<file path="src/rtl/hsc_pkg.sv">
// Package: shared constants, types and state codes for the Hermite segment coefficient core.
package hsc_pkg;
  localparam int FracBits = 12;
  localparam int InW = 24;
  localparam int CoefW = 32;
  localparam int DiffW = InW + 1;
  localparam int SumW = 2 * DiffW + 2;
  localparam int RootW = SumW / 2;
  localparam int TW = 40;
  localparam int SqrtSteps = SumW / 2;
  localparam int StepW = $clog2(SqrtSteps + 1);

  typedef enum logic [3:0] {
    ST_IDLE, ST_SUM, ST_SQRT, ST_T0, ST_T1, ST_M0, ST_M1, ST_COEF, ST_OUT
  } state_t;

  typedef struct packed {
    logic load;
    logic sq_start;
    logic sq_step;
    logic t0_calc;
    logic t1_calc;
    logic m0_calc;
    logic m1_calc;
    logic coef_calc;
    logic [1:0] axis;
  } cmd_t;

  typedef struct packed {
    logic sq_done;
  } stat_t;
endpackage

</file>
<file path="src/rtl/hsc_ctrl.sv">
// Controller: sequences one point through sum, square root, tangents and four results.
module hsc_ctrl (
  input  logic clk,
  input  logic rst,
  input  logic s_axis_tvalid,
  output logic s_axis_tready,
  input  logic start_chain,
  output logic m_axis_tvalid,
  input  logic m_axis_tready,
  input  hsc_pkg::stat_t stat,
  output hsc_pkg::cmd_t cmd
);
  hsc_pkg::state_t state, state_next;
  logic have_prev;
  logic [1:0] axis, axis_next;
  logic s_fire;
  assign s_fire = s_axis_tvalid && s_axis_tready;

  always_ff @(posedge clk) begin
    if (rst) begin
      state <= hsc_pkg::ST_IDLE;
      have_prev <= 1'b0;
      axis <= 2'd0;
    end else begin
      state <= state_next;
      axis <= axis_next;
      if (s_fire) have_prev <= 1'b1;
    end
  end

  always_comb begin
    state_next = state;
    axis_next = axis;
    case (state)
      hsc_pkg::ST_IDLE: if (s_fire && have_prev && !start_chain) state_next = hsc_pkg::ST_SUM;
      hsc_pkg::ST_SUM: state_next = hsc_pkg::ST_SQRT;
      hsc_pkg::ST_SQRT: if (stat.sq_done) state_next = hsc_pkg::ST_T0;
      hsc_pkg::ST_T0: state_next = hsc_pkg::ST_T1;
      hsc_pkg::ST_T1: begin
        state_next = hsc_pkg::ST_M0;
        axis_next = 2'd0;
      end
      hsc_pkg::ST_M0: state_next = hsc_pkg::ST_M1;
      hsc_pkg::ST_M1: state_next = hsc_pkg::ST_COEF;
      hsc_pkg::ST_COEF: state_next = hsc_pkg::ST_OUT;
      hsc_pkg::ST_OUT: if (m_axis_tready) begin
        axis_next = axis + 2'd1;
        state_next = (axis == 2'd3) ? hsc_pkg::ST_IDLE : hsc_pkg::ST_M0;
      end
      default: state_next = hsc_pkg::ST_IDLE;
    endcase
  end

  always_comb begin
    cmd = '0;
    cmd.axis = axis;
    s_axis_tready = (state == hsc_pkg::ST_IDLE);
    m_axis_tvalid = (state == hsc_pkg::ST_OUT);
    cmd.load = s_fire;
    case (state)
      hsc_pkg::ST_SUM: cmd.sq_start = 1'b1;
      hsc_pkg::ST_SQRT: cmd.sq_step = 1'b1;
      hsc_pkg::ST_T0: cmd.t0_calc = 1'b1;
      hsc_pkg::ST_T1: cmd.t1_calc = 1'b1;
      hsc_pkg::ST_M0: cmd.m0_calc = 1'b1;
      hsc_pkg::ST_M1: cmd.m1_calc = 1'b1;
      hsc_pkg::ST_COEF: cmd.coef_calc = 1'b1;
      default: ;
    endcase
  end

  a_out_only_in_segment: assert property (@(posedge clk) disable iff (rst)
    m_axis_tvalid |-> !s_axis_tready) else $error("output while accepting");
  a_hold_out: assert property (@(posedge clk) disable iff (rst)
    m_axis_tvalid && !m_axis_tready |=> m_axis_tvalid && $stable(axis))
    else $error("result dropped");
  a_sqrt_done_in_sqrt: assert property (@(posedge clk) disable iff (rst)
    (state == hsc_pkg::ST_T0) |-> $past(state == hsc_pkg::ST_SQRT))
    else $error("bad sequence");
endmodule

</file>
<file path="config.mk">
export PLATFORM = sky130hd
export DESIGN_NAME = hsc_ctrl
export DESIGN_NICKNAME = d
export VERILOG_FILES = /design/src/rtl/hsc_pkg.sv /design/src/rtl/hsc_ctrl.sv
export SDC_FILE = /design/constraint.sdc
export NUM_CORES = 1
export LEC_CHECK = 0
export ABC_AREA = 1
export BUFFER_PORTS_ARGS = -buffer_cell sky130_fd_sc_hd__buf_2
export CORE_AREA = 2 2 39 41
export DETAILED_ROUTE_END_ITERATION = 10
export DIE_AREA = 0 0 41 43
export GPL_TIMING_DRIVEN = 0
export PLACE_DENSITY = 0.69
export SYNTH_ARGS = -nofsm -noshare
export SYNTH_HDL_FRONTEND = slang
export SYNTH_SLANG_ARGS = --single-unit
</file>
<file path="constraint.sdc">
create_clock -name clk -period 2.66 [get_ports clk]
set_clock_uncertainty 0.15 [all_clocks]
set_input_delay 0.266 -clock clk [delete_from_list [all_inputs] [get_ports clk]]
set_output_delay 0.266 -clock clk [all_outputs]
set_load 0.02 [all_outputs]
</file>
# After elaboration in Yosys (flattened, before gate mapping)
# Cells that the tools add are included.
# classes
multipliers,0
addsub,1
bitwise,0
n_div,0
shifts,0
eq_ne,12
reduce_logical,8
muxes,14
n_lt_le_gt_ge,0
# ops
op,count
$pmux 4 s9,1
$eq 4x3->1 const B,4
$mux 4,3
$eq 4x2->1 const B,2
$mux 1,7
$eq 4x1->1 const B,1
$eq 4x4->1 const B,1
$logic_not 4->1,1
$ne 2x1->1 const B,2
$pmux 2 s2,1
$logic_and 1x1->1,3
$mux 3,1
$reduce_and 3->1,1
$add 2x1->2 const B,1
$eq 2x2->1 const B,1
$mux 2,1
$ne 2x2->1 const B,1
$reduce_and 2->1,1
$reduce_bool 2->1,1
$logic_not 1->1,1
# word_totals
regBits,7
word_cells,38
mem_bits_rw,0
mem_bits_ro,0
n_memories,0
latchBits,0

# Longest topological paths before layout
# depth
ltp_word,6
mapped_depth,7
depth_no_buf,7

# Least setup slack after synthesis
# OpenSTA, ideal clock, no wires.
# synth_path
kind,flip-flop to output port
from,register state[2]
to,output port cmd[3] (netlist bit)
slack_ps,1133
path_buffers,0
required_time_ps,2244
arrival_ps,1111
path_stages_with_launch,5
cell_sequence,dfxtp_1 -> inv_1 -> nor2_2 -> inv_1 -> nor3_1
# synth_rtl
item,line_no,text
"start, declared",hsc_ctrl.sv:13,"hsc_pkg::state_t state, state_next;"
"start signal, assigned",hsc_ctrl.sv:21,state <= hsc_pkg::ST_IDLE;
"start signal, assigned",hsc_ctrl.sv:25,state <= state_next;
"end, declared",hsc_ctrl.sv:11,output hsc_pkg::cmd_t cmd

# Final worst setup path
# layout_path
from,register state[0]
to,output port cmd[9] (netlist bit)
# layout_via
elab_chain_cells,2
# layout_rtl
item,line_no,text
$logic_not 4->1,hsc_ctrl.sv:57,s_axis_tready = (state == hsc_pkg::ST_IDLE);
$logic_and 1x1->1,hsc_ctrl.sv:17,assign s_fire = s_axis_tvalid && s_axis_tready;
# Every way passes these cells.

==> impl_metrics.ini <==
[grt]
grt_pass1_vias = 396
grt_pass1_wl_mm = 1.580
grt_max_degree = 10
grt_usage_pct = 13.18
overflow = 0
antenna_found_initial = 0

[clock_tree]
numCtsBuffers = 3
cts_buffer_depth = 2
insertion_delay_ns = 0.26
cts_tree = yes
root_buffer = clkbuf_4
cts_num_sinks = 7
cts.repair.resized = 0
clk_pin_slew_ns = 0.06
cts_max_level = 1
hold_buffers = 0
post_cts_buffers = 0

[yosys]
syn-cell-area_sq_um = 486.7
yosysSeqAreaShare_pct = 28.79
synthCells = 72
synthTopCellsByArea = dfxtp_1 29%, inv_1 8.5%, nand2_1 7.7%
ys_ff_latch = 7
syn_avg_cell_area_sq_um = 6.760
synth_cell_types = 21
ys_warn_count = 0
synth_top_area_share_pct = 28.79
yosysTopAreaCell = dfxtp_1
syn-num-nets = 79

[outcome]
status = completed

[timing]
hold_viol = 0
slew_violations = 0
relSlewSlack_pct = 78.63
rsz0062_at_grt = no
min_period_ns = 1.802
fin_hold_ws_ns = 0.04209
setup-violations-final = 0
tightest_slew_ns = 0.3200
fin_crit_sh_pct = 67.76
finalSetupTns_ns = 0
fin_ws_ns = 0.8576
fmax_ghz = 0.5548

[setup_path]
cp_cell_sequence = buf_4, nor2_8, inv_2, nor2_4, nand2_1, inv_2, buf_4, buf_2
start_kind = flop
r2r_start = state[2]
crit_fanout = 9
slowest_stage = dfxtp_1
ff2ff_setup_slack_ns = 1.39
crit_arrival_ns = 1.39
critical-path-top-delay-family = buffers and inverters
cp.required_ns = 2.24
critical_path.max_stage_delay_ns = 0.29
critPathBufInv = 5
end_kind = output pin
timing.setup.critical_path_class = reg -> out
rr_worst_depth = 7
r2r-end = axis[1]

[route]
wl_per_cell_um = 8.982
drcViolationCount = 0
wirelength_um = 979
drtIter0Drc = 6
vias = 491
drt-vias-per-instance = 4.505
drtPass1Iterations = 4
ant_nets = 0

[worst_hold_path]
hold_path_end = state[3]
hold_class = in -> reg
hold_path_startpoint = rst
hold-path-cell-count = 2

[floorplanning]
initial_core_util_pct = 35.17
die_width_um = 41
core_sq_mm = 0.001384
dieArea_sq_mm = 0.001763
io_pins = 18
std_cell_rows = 14
die_y_um = 43

[job]
maxCapViolations = 0

[power]
p_per_area_mw_per_mm2 = 1083
switchingPower_mw = 0.3322
p_clk_share_pct = 15.0
comb_power_share_pct = 59.4
pwr-share-seq_pct = 25.6
p_leak_nw = 0.3452
p_int_mw = 0.3371
power_mw = 0.6692
swShare_pct = 49.64
vdd_ir_drop_max_mv = 0.5237

[place]
io_buffers = 17
detailed_place_hpwl_um = 792
dpl_worst_slack_ns = 1.131
gp_congestion = 0.8035

[finish]
drive_above_1_share_pct = 39.78
area_growth_pct = 26.99
insertedDiodeCount = 0
final_nets = 101
multi_input_area_sq_um = 267.8
fillers = 148
regArea_sq_um = 140.1
## per-layer routing
| layer | track usage [%] | wire length (um) | vias up | part of all wire [%] |
|---|---|---|---|---|
| li1 | - | - | 265 | - |
| met2 | 17.50 | 424 | 15 | 43 |
| met3 | 3.141 | 50 | 2 | 5.1 |
| met5 | 0 | 0 | - | 0 |
| met1 | 18.45 | 488 | 209 | 50 |
| met4 | 8.000 | 15 | 0 | 1.5 |
## worst max-delay path by stage
stage,startpoint,end,slack (ns),depth (start not counted)
after floorplan,state[2],cmd[3],1.13,4
after global placement,state[0],cmd[9],1.14,8
after detailed placement,state[0],cmd[9],1.13,8
after CTS,state[0],cmd[9],0.84,8
after global routing,state[3],cmd[9],0.76,7
final,state[0],cmd[9],0.86,8
## power by group through the flow
| stage | combinational, mW | clock (mW) | sequential, mW |
|---|---|---|---|
| 2_1_floorplan | 0.303 | 0 | 0.179 |
| 3_3_place_gp | 0.393 | 0 | 0.172 |
| 3_5_place_dp | 0.398 | 0 | 0.174 |
| 4_1_cts | 0.400 | 0.103 | 0.172 |
| 5_1_grt | 0.441 | 0.112 | 0.175 |
| 6_report | 0.398 | 0.100 | 0.171 |
## state kept, by name (all words and copies together), names as in the netlist
register and cells:
state 4, axis 2, have_prev 1
## Yosys cell counts
library cell / count
o21ai_1: 1
buf_4: 2
a21oi_1: 1
nor2_4: 2
nor2_1: 7
clkinv_1: 1
nand4_1: 1
nand3b_1: 1
inv_1: 11
nand3_1: 7
nand2_2: 1
nor2_8: 1
dfxtp_1: 7
nand2_1: 10
ha_1: 1
nor3_1: 5
o21a_1: 1
nor2_2: 4
inv_2: 5
nor4_1: 1
nand3_2: 2
## per-stage QoR
stage | area [sq um] | util, % | instances
3_3_place_gp | 591.8 | 42.77 | 105
4_1_cts | 618.1 | 44.67 | 109
5_1_grt | 618.1 | 44.67 | 109
2_1_floorplan | 486.7 | - | 72
3_5_place_dp | 591.8 | 42.77 | 105
6_report | 618.1 | 44.67 | 109
## area by class of cell
type                            instances  share of cell area (%)
Sequential cell                         7                   22.67
Inverter                               17                   10.32
Clock buffer                            4                   4.251
Timing Repair Buffer                   17                   13.77
Tap cell                               16                   3.239
Buffer                                  2                   2.429
Multi-Input combinational cell         46                   43.32
## layout by cell type (no fill, tap or decap)
master / count
nor2_1: 7
buf_4: 2
clkinv_1: 1
nor2_2: 4
buf_2: 17
nor3_1: 5
ha_1: 1
clkbuf_1: 1
inv_1: 11
clkbuf_4: 3
inv_2: 5
dfxtp_1: 7
o21ai_1: 1
nand3_2: 2
nand2_1: 10
nand3b_1: 1
nand4_1: 1
nand3_1: 7
nor4_1: 1
nor2_8: 1
nand2_2: 1
nor2_4: 2
a21oi_1: 1
o21a_1: 1
## logic make-up (layout without fill, tap and decap cells)
kind of cell               Yosys count  in the layout  synth area share [%]
buffers and inverters               19             40                 16.19
and+or+nand+nor                     42             42                 48.85
DFF                                  7              7                 28.79
adders and majority gates            1              1                 2.570
AOI/OAI and AO/OA                    3              3                 3.598
Power figures use the tool's default switching activity.
